$ cat config.mk
export PLATFORM = sky130hd
export DESIGN_NAME = slip_reply_classifier_unit
export DESIGN_NICKNAME = d
export VERILOG_FILES = /design/src/hw/rtl/slip_rc_pkg.sv /design/src/hw/rtl/slip_reply_classifier_unit.sv
export SDC_FILE = /design/constraint.sdc
export NUM_CORES = 1
export LEC_CHECK = 0
export ABC_CLOCK_PERIOD_IN_PS = 5680
export BUFFER_PORTS_ARGS = -buffer_cell sky130_fd_sc_hd__buf_2
export CAP_MARGIN = 25
export CORE_MARGIN = 2
export CORE_UTILIZATION = 52
export CTS_CLUSTER_DIAMETER = 200
export DETAILED_ROUTE_END_ITERATION = 6
export PLACE_DENSITY = 0.76
export SLEW_MARGIN = 15
export SYNTH_ARGS = -nofsm -noshare
export SYNTH_HDL_FRONTEND = slang
export SYNTH_SLANG_ARGS = --single-unit
$ cat constraint.sdc
create_clock -name aclk -period 5.68 [get_ports aclk]
set_input_delay 0.284 -clock aclk [delete_from_list [all_inputs] [get_ports aclk]]
set_output_delay 0.284 -clock aclk [all_outputs]
set_load 0.01 [all_outputs]
$ cat src/hw/rtl/slip_rc_pkg.sv
`default_nettype none

package slip_rc_pkg;

    // Frame store capacity in decoded bytes
    localparam logic [6:0] FRAME_CAP = 7'd80;

    // Minimum lengths for classification
    localparam logic [6:0] MIN_CLASS_LEN = 7'd2;
    localparam logic [6:0] MIN_GOOD_LEN  = 7'd10;

    // SLIP special bytes
    localparam logic [7:0] SLIP_END     = 8'hC0;
    localparam logic [7:0] SLIP_ESC     = 8'hDB;
    localparam logic [7:0] SLIP_ESC_END = 8'hDC;
    localparam logic [7:0] SLIP_ESC_ESC = 8'hDD;

    // Direction bytes
    localparam logic [7:0] DIR_REQUEST = 8'h00;
    localparam logic [7:0] DIR_REPLY   = 8'h01;

    // Register reset value and address decode
    localparam logic [7:0] EXPECTED_CMD_RESET = 8'h08;
    localparam int         CFG_ADDR_W         = 3;
    localparam logic       REG_EXPECTED_CMD   = 1'b0;

    // Event codes reported in m_tuser
    typedef enum logic [2:0] {
        EV_NONE  = 3'd0,
        EV_NOISE = 3'd1,
        EV_ECHO  = 3'd2,
        EV_GOOD  = 3'd3,
        EV_OTHER = 3'd4
    } ev_code_t;

    localparam int IN_DATA_W  = 8;
    localparam int OUT_DATA_W = 152;
    localparam int OUT_USER_W = 3;

endpackage

`default_nettype wire

$ cat src/hw/rtl/slip_reply_classifier_unit.sv
`default_nettype none

// SLIP deframer and reply classifier.
// Input stream: one received serial byte per beat in s_tdata, s_tuser set
// to drop any open frame and pending escape before that byte.
// Result stream: exactly one result beat per input beat, in order. m_tuser
// carries the event code, m_tdata the sticky sync flag, the four wrapping
// counters and the direction and command bytes of the last classified frame.
// Latency: the result is valid in the cycle after the input beat is taken.
// Throughput: one beat per cycle; the decode, classify and counter update
// sit between the input handshake and the single result register.
// When the receiver stalls, the result register holds and s_tready drops
// only while that register is full and not being taken.
// APB port: expected_cmd at byte addresses 0 to 3 (paddr[2] low), written in
// the access cycle, pready always high.
// Reset (synchronous, aresetn low): frame state, counters, flags and the
// result valid are cleared, expected_cmd returns to 0x08.
module slip_reply_classifier_unit (
    input  wire logic        aclk,
    input  wire logic        aresetn,
    // APB configuration
    input  wire logic        psel,
    input  wire logic        penable,
    input  wire logic        pwrite,
    input  wire logic [slip_rc_pkg::CFG_ADDR_W-1:0] paddr,
    input  wire logic [31:0] pwdata,
    output logic      [31:0] prdata,
    output logic             pready,
    // Input stream
    input  wire logic        s_tvalid,
    output logic             s_tready,
    // [7:0] rx_byte
    input  wire logic [slip_rc_pkg::IN_DATA_W-1:0] s_tdata,
    // [0] new_burst
    input  wire logic        s_tuser,
    // Result stream
    output logic             m_tvalid,
    input  wire logic        m_tready,
    // [0] sync_seen, [32:1] rx_total, [64:33] noise_total, [96:65] echo_total,
    // [128:97] other_total, [136:129] seen_dir, [144:137] seen_cmd, [151:145] zero
    output logic [slip_rc_pkg::OUT_DATA_W-1:0] m_tdata,
    // [2:0] event_res
    output logic [slip_rc_pkg::OUT_USER_W-1:0] m_tuser
);
    import slip_rc_pkg::*;

    logic       expected_cmd_reg;
    logic [7:0] exp_cmd_reg;

    logic       in_frame_reg,  in_frame_next;
    logic       esc_reg,       esc_next;
    logic [6:0] len_reg,       len_next;
    logic [7:0] first_reg,     first_next;
    logic [7:0] second_reg,    second_next;
    logic [7:0] prev_reg,      prev_next;
    logic [7:0] last_reg,      last_next;
    logic [31:0] rx_count_reg,    rx_count_next;
    logic [31:0] noise_count_reg, noise_count_next;
    logic [31:0] echo_count_reg,  echo_count_next;
    logic [31:0] other_count_reg, other_count_next;
    logic [7:0] dir_reg,       dir_next;
    logic [7:0] cmd_reg,       cmd_next;
    logic       sync_reg,      sync_next;
    ev_code_t   ev_next;

    logic        m_tvalid_reg;
    logic [OUT_DATA_W-1:0] m_tdata_reg;
    logic [OUT_USER_W-1:0] m_tuser_reg;

    logic s_acc;
    logic cfg_wr;

    // Config port
    assign pready = 1'b1;
    assign cfg_wr = psel && penable && pwrite;
    assign expected_cmd_reg = (paddr[CFG_ADDR_W-1] == REG_EXPECTED_CMD);
    assign prdata = expected_cmd_reg ? {24'd0, exp_cmd_reg} : 32'd0;

    always_ff @(posedge aclk) begin
        if (!aresetn) begin
            exp_cmd_reg <= EXPECTED_CMD_RESET;
        end else if (cfg_wr && expected_cmd_reg) begin
            exp_cmd_reg <= pwdata[7:0];
        end
    end

    // Handshake: take a beat whenever the result register frees up
    assign s_tready = !m_tvalid_reg || m_tready;
    assign s_acc    = s_tvalid && s_tready;

    // Decode, store and classify one byte
    always_comb begin
        logic [7:0] b;
        logic       inf;
        logic       do_store;

        b    = s_tdata;
        inf  = s_tuser ? 1'b0 : in_frame_reg;
        do_store = 1'b0;

        in_frame_next    = inf;
        esc_next         = s_tuser ? 1'b0 : esc_reg;
        len_next         = s_tuser ? 7'd0 : len_reg;
        first_next       = first_reg;
        second_next      = second_reg;
        prev_next        = prev_reg;
        last_next        = last_reg;
        rx_count_next    = rx_count_reg + 32'd1;
        noise_count_next = noise_count_reg;
        echo_count_next  = echo_count_reg;
        other_count_next = other_count_reg;
        dir_next         = dir_reg;
        cmd_next         = cmd_reg;
        sync_next        = sync_reg;
        ev_next          = EV_NONE;

        priority if (b == SLIP_END) begin
            // Close the open frame, then open a new one
            if (inf && (len_next >= MIN_CLASS_LEN)) begin
                dir_next = first_reg;
                cmd_next = second_reg;
                priority if (first_reg == DIR_REQUEST && second_reg == exp_cmd_reg) begin
                    echo_count_next = echo_count_reg + 32'd1;
                    ev_next = EV_ECHO;
                end else if (len_next >= MIN_GOOD_LEN && first_reg == DIR_REPLY &&
                             second_reg == exp_cmd_reg && prev_reg == 8'd0) begin
                    sync_next = 1'b1;
                    ev_next = EV_GOOD;
                end else begin
                    other_count_next = other_count_reg + 32'd1;
                    ev_next = EV_OTHER;
                end
            end
            in_frame_next = 1'b1;
            len_next      = 7'd0;
            esc_next      = 1'b0;
        end else if (!inf) begin
            noise_count_next = noise_count_reg + 32'd1;
            ev_next = EV_NOISE;
        end else if (esc_next) begin
            // Resolve the escaped byte
            if (b == SLIP_ESC_END) begin
                b = SLIP_END;
            end else if (b == SLIP_ESC_ESC) begin
                b = SLIP_ESC;
            end
            esc_next = 1'b0;
            do_store = 1'b1;
        end else if (b == SLIP_ESC) begin
            esc_next = 1'b1;
        end else begin
            do_store = 1'b1;
        end

        // Store a data byte unless the frame is full
        if (do_store && (len_next < FRAME_CAP)) begin
            if (len_next == 7'd0) begin
                first_next = b;
            end else if (len_next == 7'd1) begin
                second_next = b;
            end
            prev_next = last_reg;
            last_next = b;
            len_next  = len_next + 7'd1;
        end
    end

    // Advance frame state and counters on each accepted beat
    always_ff @(posedge aclk) begin
        if (!aresetn) begin
            in_frame_reg    <= 1'b0;
            esc_reg         <= 1'b0;
            len_reg         <= 7'd0;
            first_reg       <= 8'd0;
            second_reg      <= 8'd0;
            prev_reg        <= 8'd0;
            last_reg        <= 8'd0;
            rx_count_reg    <= 32'd0;
            noise_count_reg <= 32'd0;
            echo_count_reg  <= 32'd0;
            other_count_reg <= 32'd0;
            dir_reg         <= 8'd0;
            cmd_reg         <= 8'd0;
            sync_reg        <= 1'b0;
        end else if (s_acc) begin
            in_frame_reg    <= in_frame_next;
            esc_reg         <= esc_next;
            len_reg         <= len_next;
            first_reg       <= first_next;
            second_reg      <= second_next;
            prev_reg        <= prev_next;
            last_reg        <= last_next;
            rx_count_reg    <= rx_count_next;
            noise_count_reg <= noise_count_next;
            echo_count_reg  <= echo_count_next;
            other_count_reg <= other_count_next;
            dir_reg         <= dir_next;
            cmd_reg         <= cmd_next;
            sync_reg        <= sync_next;
        end
    end

    // Result register: load on accept, drop valid once taken
    always_ff @(posedge aclk) begin
        if (!aresetn) begin
            m_tvalid_reg <= 1'b0;
        end else if (s_acc) begin
            m_tvalid_reg <= 1'b1;
        end else if (m_tready) begin
            m_tvalid_reg <= 1'b0;
        end
    end

    always_ff @(posedge aclk) begin
        if (s_acc) begin
            m_tuser_reg <= ev_next;
            m_tdata_reg <= {7'd0, cmd_next, dir_next, other_count_next,
                            echo_count_next, noise_count_next, rx_count_next, sync_next};
        end
    end

    assign m_tvalid = m_tvalid_reg;
    assign m_tdata  = m_tdata_reg;
    assign m_tuser  = m_tuser_reg;

    // Checks
    a_result_follows: assert property (@(posedge aclk) disable iff (!aresetn)
        s_acc |=> m_tvalid_reg)
        else $error("accepted beat produced no result");

    a_rx_step: assert property (@(posedge aclk) disable iff (!aresetn)
        s_acc |=> rx_count_reg == $past(rx_count_reg) + 32'd1)
        else $error("rx counter did not advance by one");

    a_esc_in_frame: assert property (@(posedge aclk) disable iff (!aresetn)
        esc_reg |-> in_frame_reg)
        else $error("escape pending outside a frame");

    a_len_cap: assert property (@(posedge aclk) disable iff (!aresetn)
        len_reg <= FRAME_CAP)
        else $error("frame length beyond capacity");

    a_idle_hold: assert property (@(posedge aclk) disable iff (!aresetn)
        !s_acc |=> $stable(rx_count_reg) && $stable(len_reg))
        else $error("frame state changed without an accepted beat");

endmodule

`default_nettype wire
==> results_dict.tcl <==
set metrics [dict create \
    status "complete, no violations" \
    fin_crit_sh_pct 53.45 \
    vias 12640 \
    worstSetupEndpointType "flop" \
    dr.pass1.iters 5 \
    cts_hold_buf 2 \
    grt_max_degree 111 \
    yosys.cell_types.count 65 \
    clk_latency_ns 0.52 \
    yosysTopAreaCell "edfxtp_1" \
    drtIter0Drc 1031 \
    hold_violations 0 \
    critical_path.max_stage_delay_ns 0.65 \
    required_ns 5.94 \
    total_power_mw 5.580 \
    cp_num_buf_inv 1 \
    drc 0 \
    grt_usage_pct 20.61 \
    cts_tree "yes" \
    hold_class "in -> reg" \
    crit_family "simple AND/OR/NAND/NOR gates" \
    final_cells 2244 \
    pwr-share-clk_pct 46.4 \
    grt_first_pass_wirelength_mm 57.84 \
    synthFlopType "dfxtp_1" \
    cts_buffer_depth 3 \
    power_switching_share_pct 22.22 \
    coreArea_um2 31720 \
    nets 1868 \
    ys_async_sr_fraction_pct 0 \
    grt_pass1_vias 11840 \
    period_minus_slack_ns 3.036 \
    io_pins 241 \
    clk_pin_slew_ns 0.06 \
    yosysWarnings 0 \
    die_h_um 183.8 \
    postCtsSetupBuffers 0 \
    crit_chain "xor2_1 > nor4_1 > and2_2 > buf_4 > a21oi_2 > mux2_2" \
    root_buffer "clkbuf_16" \
    rrSetupSlack_ns 2.64 \
    nFillCells 2620 \
    synth_area_um2 16800 \
    start_util_pct 52.97 \
    antenna_left 0 \
    finalSetupViolations 0 \
    cp.arrival_ns 3.29 \
    p_leak_nw 7.451 \
    path_class "reg -> reg" \
    setup_tns_ns 0 \
    avgRoutedWirePerCell_um 15.80 \
    gr-total-overflow 0 \
    place_hpwl_mm 22.34 \
    place_congestion 0.8125 \
    cts_resized 0 \
    synth_seq_cells 343 \
    yosys.area.top_type_share_pct 26.45 \
    rows 65 \
    fin_worst_skew_ns 0.01626 \
    worst_slack_ns 2.644 \
    rsz0062_at_grt "no" \
    drt-total-wl_mm 35.46 \
    drv_slew 0 \
    clock.fmax_ghz 0.3294 \
    placed_cells 2170 \
    worst_slew_pin_slew_ns 0.9865 \
    htreeDepth 2 \
    seq_area_frac_synth_pct 49.68 \
    die-area_um2 33770 \
    portBuffers 182 \
    seq_power_share_pct 47.8 \
    powerDensity_nw_per_um2 290.8 \
    routed_via_density 5.634 \
    final_util_pct 60.50 \
    yosys-top-cells-area "edfxtp_1 26%, dfxtp_1 23%, xor2_1 5.9%, mux2i_1 5.5%, nand2_1 4.5%" \
    fp.dieW_um 183.8 \
    largest_reg_flops 145 \
    maxSlewHeadroom_pct 33.72 \
    peakVddDrop_v 0.0002068 \
    clock-sinks 343 \
    antenna_found_initial 1 \
    netlist_instances 1682 \
    crit_path_start_kind "flop" \
    synth_edf_count 148 \
    p_int_mw 4.340 \
    combinationalPowerShare_pct 5.8 \
    slowest_stage "and2_2" \
    drive_gt1_share_pct 17.51 \
    p_switching_mw 1.240 \
    place_ws_ns 2.508 \
    tritoncts.num_buffers 37 \
    syn_area_per_cell_um2 9.990 \
    cap_violations 0 \
    cp_max_fo 39 \
    areaGrowthSynthToFinish_pct 14.20 \
]
-- synth_stat cells (all sizes together) (8+ instances only) --
cell type	instances
o211a	16
and3	11
o31ai	9
nand4	47
or3	27
dfxtp	195
o21ai	29
or2	8
xor2	113
xnor2	48
mux2i	93
nand2	200
nor4	56
a211oi	34
nand3	68
a21oi	50
nor2b	11
clkbuf	88
mux2	18
nor2	99
edfxtp	148
nor3	53
buf	55
or4	13
nand2b	79
inv	28
a2111oi	25
-- metrics by stage --
| stage | hold WS, ns | area (um^2) |
|---|---|---|
| 6_report | 0.01420 | 19190 |
| 5_1_grt | 0.002807 | 19180 |
| 4_1_cts | 0.00004718 | 19150 |
| 3_5_place_dp | 0.4509 | 17810 |
| 3_3_place_gp | 0.4399 | 17810 |
| 2_1_floorplan | 0.4082 | 16920 |
-- path summary, 6_finish.rpt --
| kind | cells after the start | startpoint | endpoint |
|---|---|---|---|
| min reg2reg | 1 | sync_reg | sync_reg |
| min | 3 | pwdata[6] | exp_cmd_reg[6] |
| max reg2reg | 6 | second_reg[5] | m_tdata[98] |
| max | 6 | second_reg[5] | m_tdata[98] |
-- power groups by stage --
| stage | Clock (mW) | Sequential [mW] | Combinational (mW) |
|---|---|---|---|
| final | 2.59 | 2.67 | 0.325 |
| after global routing | 2.75 | 2.67 | 0.356 |
| after CTS | 2.64 | 2.67 | 0.325 |
| after detailed placement | 0 | 2.72 | 0.322 |
| after global placement | 0 | 2.72 | 0.316 |
| after floorplan | 0 | 2.76 | 0.190 |
-- cell type report --
type	count	area, um^2	share of cell area, %
multi-input cells	1198	7809	40.70
clock inverters	23	304.0	1.585
well taps	402	503.0	2.621
clock buffers	45	1018	5.308
inverters	28	110.1	0.5738
repair buffers	202	1089	5.673
flip-flops and latches	343	8348	43.51
diodes	3	7.507	0.03912
-- placed cells by master (no fill, tap or decap), drive strengths merged, types with 32 or more instances in the layout --
cell type	count
conb	32
edfxtp	148
a211oi	34
nand2	200
clkbuf	45
dfxtp	195
nor3	53
nor2	99
buf	200
mux2i	93
xor2	113
nand2b	79
xnor2	48
nand3	68
a21oi	50
nor4	56
nand4	47
-- kinds of logic after synthesis --
| kind of cell | after synthesis | share of synthesized area [%] |
|---|---|---|
| compound gates | 190 | 8.645 |
| xor+xnor | 161 | 8.392 |
| fa+ha+maj | 7 | 0.5212 |
| buf+inv | 171 | 4.714 |
| flops | 343 | 49.68 |
| mux | 111 | 6.747 |
| other cells | 2 | 0.04470 |
| simple gates | 697 | 21.25 |
-- worst register-to-register path, stage by stage, from the launching register on --
cell and delay [ns]:
dfxtp_1 0.45, xor2_1 0.11, nor4_1 0.58, and2_2 0.65, buf_4 0.53, a21oi_2 0.16
mux2_2 0.31
-- layer usage --
layer,track usage [%],wire [um],vias to the layer above
li1,-,-,6234
met1,27.17,15710,6003
met2,35.23,17350,347
met3,3.427,1839,59
met4,5.408,562,0
met5,0,0,-
(Power assumes the default switching activity.)
